--- src/rtl/assert_macros.svh ---
// Assertion macros shared by the RTL files that check their own logic.
// Depends on nothing; users provide i_clk and i_rst_n in scope.
`ifndef ASSERT_MACROS_SVH
`define ASSERT_MACROS_SVH

// same-cycle implication, disabled while reset is held
`define ASSERT_IMPLIES(lbl, ante, cons, msg) \
    lbl: assert property (@(posedge i_clk) disable iff (!i_rst_n) (ante) |-> (cons)) \
        else $error(msg);

// next-cycle implication, disabled while reset is held
`define ASSERT_NEXT(lbl, ante, cons, msg) \
    lbl: assert property (@(posedge i_clk) disable iff (!i_rst_n) (ante) |=> (cons)) \
        else $error(msg);

`endif

--- src/rtl/cosim_pkg.sv ---
// Package for the cosine similarity scorer: sizes, beat structs, sequencer states.
// No dependencies.
package cosim_pkg;

    localparam int MAX_TERMS = 64;
    localparam int CNT_W     = $clog2(MAX_TERMS + 1);
    localparam int LOG_T     = $clog2(MAX_TERMS);

    localparam int DOC_W     = 20;
    localparam int QW_W      = 8;
    localparam int DW_W      = 16;
    localparam int SCORE_W   = 16;
    localparam int FRAC      = 15;

    localparam int DOT_W     = QW_W + DW_W + LOG_T;
    localparam int QN_W      = 2 * QW_W + LOG_T;
    localparam int DN_W      = 2 * DW_W + LOG_T;

    localparam int MUL_W     = DOT_W;
    localparam int PRD_W     = 2 * MUL_W;
    localparam int DN_H      = (DN_W + 1) / 2;

    localparam int P_W       = QN_W + DN_W;
    localparam int CW        = P_W + 2 * FRAC + 3;
    localparam int K_W       = $clog2(SCORE_W);

    localparam logic [SCORE_W-1:0] SCORE_ONE = SCORE_W'(1) << FRAC;

    typedef struct packed {
        logic [DOC_W-1:0] doc_id;
        logic [QW_W-1:0]  query_weight;
        logic [DW_W-1:0]  doc_weight;
        logic             last_term;
    } t_in;

    typedef struct packed {
        logic [DOC_W-1:0]   result_doc;
        logic [SCORE_W-1:0] score;
        logic               zero_denominator;
        logic               term_overflow;
    } t_out;

    typedef enum logic [3:0] {
        ST_IDLE,
        ST_T_DOT,
        ST_T_QN,
        ST_T_DN,
        ST_T_ACC,
        ST_F_P0,
        ST_F_P1,
        ST_F_R,
        ST_F_INIT,
        ST_SQ_A,
        ST_SQ_B
    } t_state;

endpackage

--- src/rtl/cosine_similarity_scorer.sv ---
// Cosine similarity scorer: one shared multiplier plus a bitwise score search.
// Depends on cosim_pkg and assert_macros.svh.
//
// Terms arrive one beat at a time (start while busy is low). Each accepted term
// keeps the block busy through states T_DOT, T_QN, T_DN and T_ACC, as the
// single multiplier forms the three products of a term one after another; a
// new term is taken only back in idle. A term beyond MAX_TERMS is only flagged
// and not accumulated. On the last term the block forms qnorm*dnorm (two partial
// products) and dot*dot on the same multiplier, then finds the score one bit
// per pass through states SQ_A and SQ_B over 16 bits; the result beat comes
// after the final SQ_B step, or after F_P0 when a norm is zero. o_strobe
// marks a result for exactly one cycle; the receiver cannot hold it off, so it
// must take every result beat as it comes.
`include "assert_macros.svh"

module cosine_similarity_scorer (
    input  logic              i_clk,
    input  logic              i_rst_n,
    input  logic              start,
    output logic              busy,
    input  cosim_pkg::t_in    i_item,
    output logic              o_strobe,
    output cosim_pkg::t_out   o_result
);
    import cosim_pkg::*;

    t_state             r_state, n_state;
    logic               r_strobe, n_strobe;
    logic [DOT_W-1:0]   r_dot, n_dot;
    logic [QN_W-1:0]    r_qn, n_qn;
    logic [DN_W-1:0]    r_dn, n_dn;
    logic [CNT_W-1:0]   r_count, n_count;
    logic               r_ovf, n_ovf;

    t_in                r_item, n_item;
    t_out               r_out, n_out;
    logic [PRD_W-1:0]   r_prod, n_prod;
    logic [CW-1:0]      r_pk, n_pk;
    logic [CW-1:0]      r_tk, n_tk;
    logic [CW-1:0]      r_inc, n_inc;
    logic [CW-1:0]      r_rem, n_rem;
    logic [SCORE_W-1:0] r_s, n_s;
    logic [K_W-1:0]     r_k, n_k;

    logic [MUL_W-1:0]   mul_a, mul_b;

    always_ff @(posedge i_clk) begin
        if (!i_rst_n) begin
            r_state  <= ST_IDLE;
            r_strobe <= 1'b0;
            r_dot    <= '0;
            r_qn     <= '0;
            r_dn     <= '0;
            r_count  <= '0;
            r_ovf    <= 1'b0;
        end else begin
            r_state  <= n_state;
            r_strobe <= n_strobe;
            r_dot    <= n_dot;
            r_qn     <= n_qn;
            r_dn     <= n_dn;
            r_count  <= n_count;
            r_ovf    <= n_ovf;
        end
    end

    always_ff @(posedge i_clk) begin
        r_item <= n_item;
        r_out  <= n_out;
        r_prod <= n_prod;
        r_pk   <= n_pk;
        r_tk   <= n_tk;
        r_inc  <= n_inc;
        r_rem  <= n_rem;
        r_s    <= n_s;
        r_k    <= n_k;
    end

    // shared multiplier operand select
    always_comb begin
        mul_a = '0;
        mul_b = '0;
        unique case (r_state)
            ST_T_DOT: begin
                mul_a = MUL_W'(r_item.query_weight);
                mul_b = MUL_W'(r_item.doc_weight);
            end
            ST_T_QN: begin
                mul_a = MUL_W'(r_item.query_weight);
                mul_b = MUL_W'(r_item.query_weight);
            end
            ST_T_DN: begin
                mul_a = MUL_W'(r_item.doc_weight);
                mul_b = MUL_W'(r_item.doc_weight);
            end
            ST_F_P0: begin
                mul_a = MUL_W'(r_qn);
                mul_b = MUL_W'(r_dn[DN_H-1:0]);
            end
            ST_F_P1: begin
                mul_a = MUL_W'(r_qn);
                mul_b = MUL_W'(r_dn[DN_W-1:DN_H]);
            end
            ST_F_R: begin
                mul_a = MUL_W'(r_dot);
                mul_b = MUL_W'(r_dot);
            end
            default: begin
                mul_a = '0;
                mul_b = '0;
            end
        endcase
        n_prod = PRD_W'(mul_a) * PRD_W'(mul_b);
    end

    always_comb begin
        n_state  = r_state;
        n_strobe = 1'b0;
        n_dot    = r_dot;
        n_qn     = r_qn;
        n_dn     = r_dn;
        n_count  = r_count;
        n_ovf    = r_ovf;
        n_item   = r_item;
        n_out    = r_out;
        n_pk     = r_pk;
        n_tk     = r_tk;
        n_inc    = r_inc;
        n_rem    = r_rem;
        n_s      = r_s;
        n_k      = r_k;

        unique case (r_state)
            ST_IDLE: begin
                if (start) begin
                    n_item = i_item;
                    if (r_count == CNT_W'(MAX_TERMS)) begin
                        n_ovf   = 1'b1;
                        n_state = i_item.last_term ? ST_F_P0 : ST_IDLE;
                    end else begin
                        n_count = r_count + CNT_W'(1);
                        n_state = ST_T_DOT;
                    end
                end
            end
            ST_T_DOT: begin
                n_state = ST_T_QN;
            end
            ST_T_QN: begin
                n_dot   = r_dot + r_prod[DOT_W-1:0];
                n_state = ST_T_DN;
            end
            ST_T_DN: begin
                n_qn    = r_qn + r_prod[QN_W-1:0];
                n_state = ST_T_ACC;
            end
            ST_T_ACC: begin
                n_dn    = r_dn + r_prod[DN_W-1:0];
                n_state = r_item.last_term ? ST_F_P0 : ST_IDLE;
            end
            ST_F_P0: begin
                if (r_qn == '0 || r_dn == '0) begin
                    n_out.result_doc       = r_item.doc_id;
                    n_out.score            = '0;
                    n_out.zero_denominator = 1'b1;
                    n_out.term_overflow    = r_ovf;
                    n_strobe = 1'b1;
                    n_dot    = '0;
                    n_qn     = '0;
                    n_dn     = '0;
                    n_count  = '0;
                    n_ovf    = 1'b0;
                    n_state  = ST_IDLE;
                end else begin
                    n_state = ST_F_P1;
                end
            end
            ST_F_P1: begin
                n_pk    = CW'(r_prod);
                n_state = ST_F_R;
            end
            ST_F_R: begin
                n_pk    = r_pk + (CW'(r_prod) << DN_H);
                n_state = ST_F_INIT;
            end
            ST_F_INIT: begin
                n_rem   = CW'(r_prod) << (2 * FRAC);
                n_pk    = r_pk << (2 * (SCORE_W - 1));
                n_tk    = '0;
                n_s     = '0;
                n_k     = K_W'(SCORE_W - 1);
                n_state = ST_SQ_A;
            end
            ST_SQ_A: begin
                n_inc   = r_tk + r_pk;
                n_state = ST_SQ_B;
            end
            ST_SQ_B: begin
                if (r_inc <= r_rem) begin
                    n_rem      = r_rem - r_inc;
                    n_tk       = (r_inc + r_pk) >> 1;
                    n_s[r_k]   = 1'b1;
                end else begin
                    n_tk = r_tk >> 1;
                end
                n_pk = r_pk >> 2;
                if (r_k == '0) begin
                    n_out.result_doc       = r_item.doc_id;
                    n_out.score            = n_s;
                    n_out.zero_denominator = 1'b0;
                    n_out.term_overflow    = r_ovf;
                    n_strobe = 1'b1;
                    n_dot    = '0;
                    n_qn     = '0;
                    n_dn     = '0;
                    n_count  = '0;
                    n_ovf    = 1'b0;
                    n_state  = ST_IDLE;
                end else begin
                    n_k     = r_k - K_W'(1);
                    n_state = ST_SQ_A;
                end
            end
            default: begin
                n_state = ST_IDLE;
            end
        endcase
    end

    assign busy     = (r_state != ST_IDLE);
    assign o_strobe = r_strobe;
    assign o_result = r_out;

    `ASSERT_IMPLIES(a_strobe_ends_work, o_strobe, $past(busy) && !busy, "result beat without work")
    `ASSERT_IMPLIES(a_zero_den_score, o_strobe && o_result.zero_denominator, o_result.score == '0, "zero denominator with nonzero score")
    `ASSERT_IMPLIES(a_score_range, o_strobe, o_result.score <= SCORE_ONE, "score above one")
    `ASSERT_IMPLIES(a_result_clears, o_strobe, r_count == '0 && !r_ovf, "state not cleared after result")

endmodule

--- config.mk ---
export PLATFORM = sky130hd
export DESIGN_NAME = cosine_similarity_scorer
export DESIGN_NICKNAME = d
export VERILOG_FILES = /design/src/rtl/cosim_pkg.sv /design/src/rtl/cosine_similarity_scorer.sv
export VERILOG_INCLUDE_DIRS = /design/src /design/src/rtl
export SDC_FILE = /design/constraint.sdc
export NUM_CORES = 2
export LEC_CHECK = 0
export BUFFER_PORTS_ARGS = -buffer_cell sky130_fd_sc_hd__buf_2
export CORE_UTILIZATION = 65
export DETAILED_ROUTE_END_ITERATION = 12
export PLACE_DENSITY = 0.82
export SLEW_MARGIN = 0
export SYNTH_ARGS = -nofsm -noshare
export SYNTH_HDL_FRONTEND = slang
export SYNTH_SLANG_ARGS = --single-unit
--- constraint.sdc ---
create_clock -name i_clk -period 18.49 [get_ports i_clk]
set_clock_uncertainty 0.2 [all_clocks]
set_input_delay 4.6225 -clock i_clk [delete_from_list [all_inputs] [get_ports i_clk]]
set_output_delay 4.6225 -clock i_clk [all_outputs]
set_load 0.01 [all_outputs]
==> results.yml <==
die:
  coreArea_mm2: 0.116
  die_width_um: 344
  initial_utilization: 0.656
  chipHeight_um: 344
  std_cell_rows: 125
  io_pins: 88
  die_area_mm2: 0.119
synthesis:
  synth-compound-area-share: 0.169
  synth_fp_nets: 10200
  synth_mux_area_frac: 0.00919
  netlist_area_mm2: 0.0762
  async_flop_share: 0
  yosys.area_share.simple: 0.142
  yosys.area_share.xor_xnor: 0.0549
  ys_seq_area_frac: 0.230
  synth-seq-cells: 637
  synth-edff-count: 474
  syn_inst: 8657
  synthAdderAreaFrac: 0.318
  synth_top_family_by_area: "adder cells"
  ys_types: 88
  synth_ff_type: "edfxtp_1"
  yosys_warnings: 0
  syn_avg_cell_area_um2: 8.80
global_routing:
  grtUsageTotal: 0.425
  grt_max_degree: 102
  grt-ovfl-total: 0
  grt_pass1_vias: 64600
  grt_pass1_wl_mm: 382
  antenna_found_initial: 2
sta:
  hold_slack_ps: 220
  setup_slack_ps: 6710
  slew_headroom: 0.137
  period_share: 0.637
  worstMarginPinSlew_ps: 1290
  fmax_ghz: 0.0849
  finalMaxSlewViolations: 0
  final.setup.tns_ps: 0
  rsz0062_at_grt: "false"
  hold_viol_final: 0
  fin_crit_ps: 11780
  setup_violations: 0
cells_and_area:
  final_area_mm2: 0.0804
  layout.nets: 10000
  final_common_cell: "inv_1"
  multi_input_area_mm2: 0.0530
  syn_to_final_growth_pct: 5.48
  area.sequential_mm2: 0.0175
  fin_util: 0.692
  nFillCells: 9118
  drive_above_1_share: 0.0441
  mostFrequentLayoutCells: "inv_1 (1110), nand2_1 (885), nor2_1 (867)"
place:
  port_buffers: 87
  gp_congestion: 1.04
  dp_slack_ps: 7170
  dpl-instance-area_mm2: 0.0777
  dp_hpwl_mm: 196
setup_path:
  cpMaxStageDelayCell: "nand2_1"
  path_max_fanout: 36
  worst_setup_path_start_kind: "register"
  cpMostUsedCell: "fa_1"
  critPathLaunch: "r_state[2]"
  path_class: "reg2reg"
  required_ps: 18830
  arrival_ps: 12120
  end_kind: "register"
  r2r_start: "r_state[2]"
  cpPeakStageDelay_ps: 920
  reg2reg_setup_slack_ps: 6710
clock_network:
  insertion_delay_ps: 710
  clock-sinks: 637
  cts_hold_buffers: 0
  cts_tree: "built"
  clk_pin_slew_ps: 70
  cts_max_level: 3
  postCtsResizedCells: 0
  cts-root-buf: "clkbuf_16"
  cts_buffer_depth: 3
  numCtsBuffers: 76
  post_cts_buffers: 0
job:
  cap_violations: 0
detailed_routing:
  postRouteAntennaNets: 0
  drt_pass1_iterations: 9
  num_vias: 66100
  drt_iter0_markers: 8181
  wirelength_mm: 254
  drc: 0
  vias_per_cell: 6.56
  post_drt_wl_per_cell_um: 25.1
power_and_ir_drop:
  power.density_mw_per_mm2: 49.1
  switching_share: 0.307
  power_frac_seq: 0.403
  leakage_nw: 37.9
  ir_drop_v: 0.0000637
  p_int_mw: 2.73
  comb_power_share: 0.182
  p_clk_frac: 0.414
  p_sw_mw: 1.21
outcome:
  status: "finished clean"
hold_path:
  hp-start: "r_item[31]"
  hold_path_class: "reg2reg"
-- path summary, 6_finish.rpt --
check	endpoint	depth (start not counted)
setup / recovery	r_prod[59]	31
hold reg to reg	o_result[24]	0
hold / removal	o_result[24]	0
setup reg to reg	r_prod[59]	31
-- area by class of cell --
cell class,count,share of cell area
multi-input cells,6479,0.659
flip-flops and latches,637,0.218
clock inverters,51,0.00798
diodes,2,0.0000622
inverters,1122,0.0525
well taps,1524,0.0237
clock buffers,90,0.0254
repair buffers,179,0.0140
-- kinds of logic (layout without fill, tap and decap cells) --
logic type,after synthesis,after routing
buffers and inverters,1541,1442
AO/OA/AOI/OAI,2009,2009
XOR/XNOR,478,478
adder cells (fa/ha/maj),1464,1464
other,0,2
multiplexers,70,70
AND/OR/NAND/NOR,2458,2458
flip-flops,637,637
-- stage by stage --
| step | total power, mW | std cells |
|---|---|---|
| floorplan | 2.08 | 8657 |
| global placement | 2.29 | 9941 |
| detailed placement | 2.31 | 9941 |
| CTS | 3.92 | 10100 |
| global route | 4.05 | 10100 |
| finish | 3.94 | 10100 |
-- sequential cells by signal, summed over array words and instances, names as in the netlist --
name      cells
r_prod       60
r_count       7
r_item       45
r_qn         22
r_ovf         1
r_dn         38
r_pk         93
o_result     38
o_strobe      1
r_state       4
r_k           4
r_inc        93
r_tk         92
r_dot        30
r_s          16
r_rem        93
-- power groups by stage --
stage,logic (mW),registers (mW),clock network [mW]
4_1_cts,0.693,1.59,1.64
2_1_floorplan,0.479,1.60,0
5_1_grt,0.769,1.59,1.70
3_3_place_gp,0.674,1.62,0
6_report,0.720,1.59,1.63
3_5_place_dp,0.688,1.62,0
-- Yosys cell counts, drive strengths merged (24+ instances only) --
cell    count  area, µm²
and4       28        245
buf        39        252
nor4       33        206
inv      1114       4180
a22o       24        210
a22oi      85        638
clkbuf    380       1430
ha        677       8470
nor2      874       3280
xor2      179       1570
fa        787      15800
a21oi     591       2960
and3       74        463
nand2     887       3330
edfxtp    474      14200
o21a       55        413
and2       37        231
o21bai    122        916
a31oi      69        438
nor2b      60        375
a21o      316       2370
o21ai     425       2130
o31ai      30        225
dfxtp     163       3260
a211oi     58        435
xnor2     299       2620
mux2i      70        701
a222oi     36        360
nor3       82        410
nand2b     60        375
nand4     147        920
nand3     114        571
-- layer usage --
layer  routed length [µm]  track usage  vias to the layer above
li1                     -            -                    29100
met1                96300        0.565                    32000
met2               109000        0.643                     4112
met3                30700       0.0946                      941
met4                17800        0.243                        4
met5                   27            0                        -
-- worst max-delay path, delay by kind of cell (launching register included) --
| kind | cells | cell delay, ps |
|---|---|---|
| xor gates and xnor gates | 1 | 130 |
| DFF | 1 | 760 |
| AOI/OAI and AO/OA | 7 | 1900 |
| and+or+nand+nor | 8 | 2480 |
| adders and majority gates | 9 | 4310 |
| buffers and inverters | 6 | 1770 |
(Power assumes the default switching activity.)
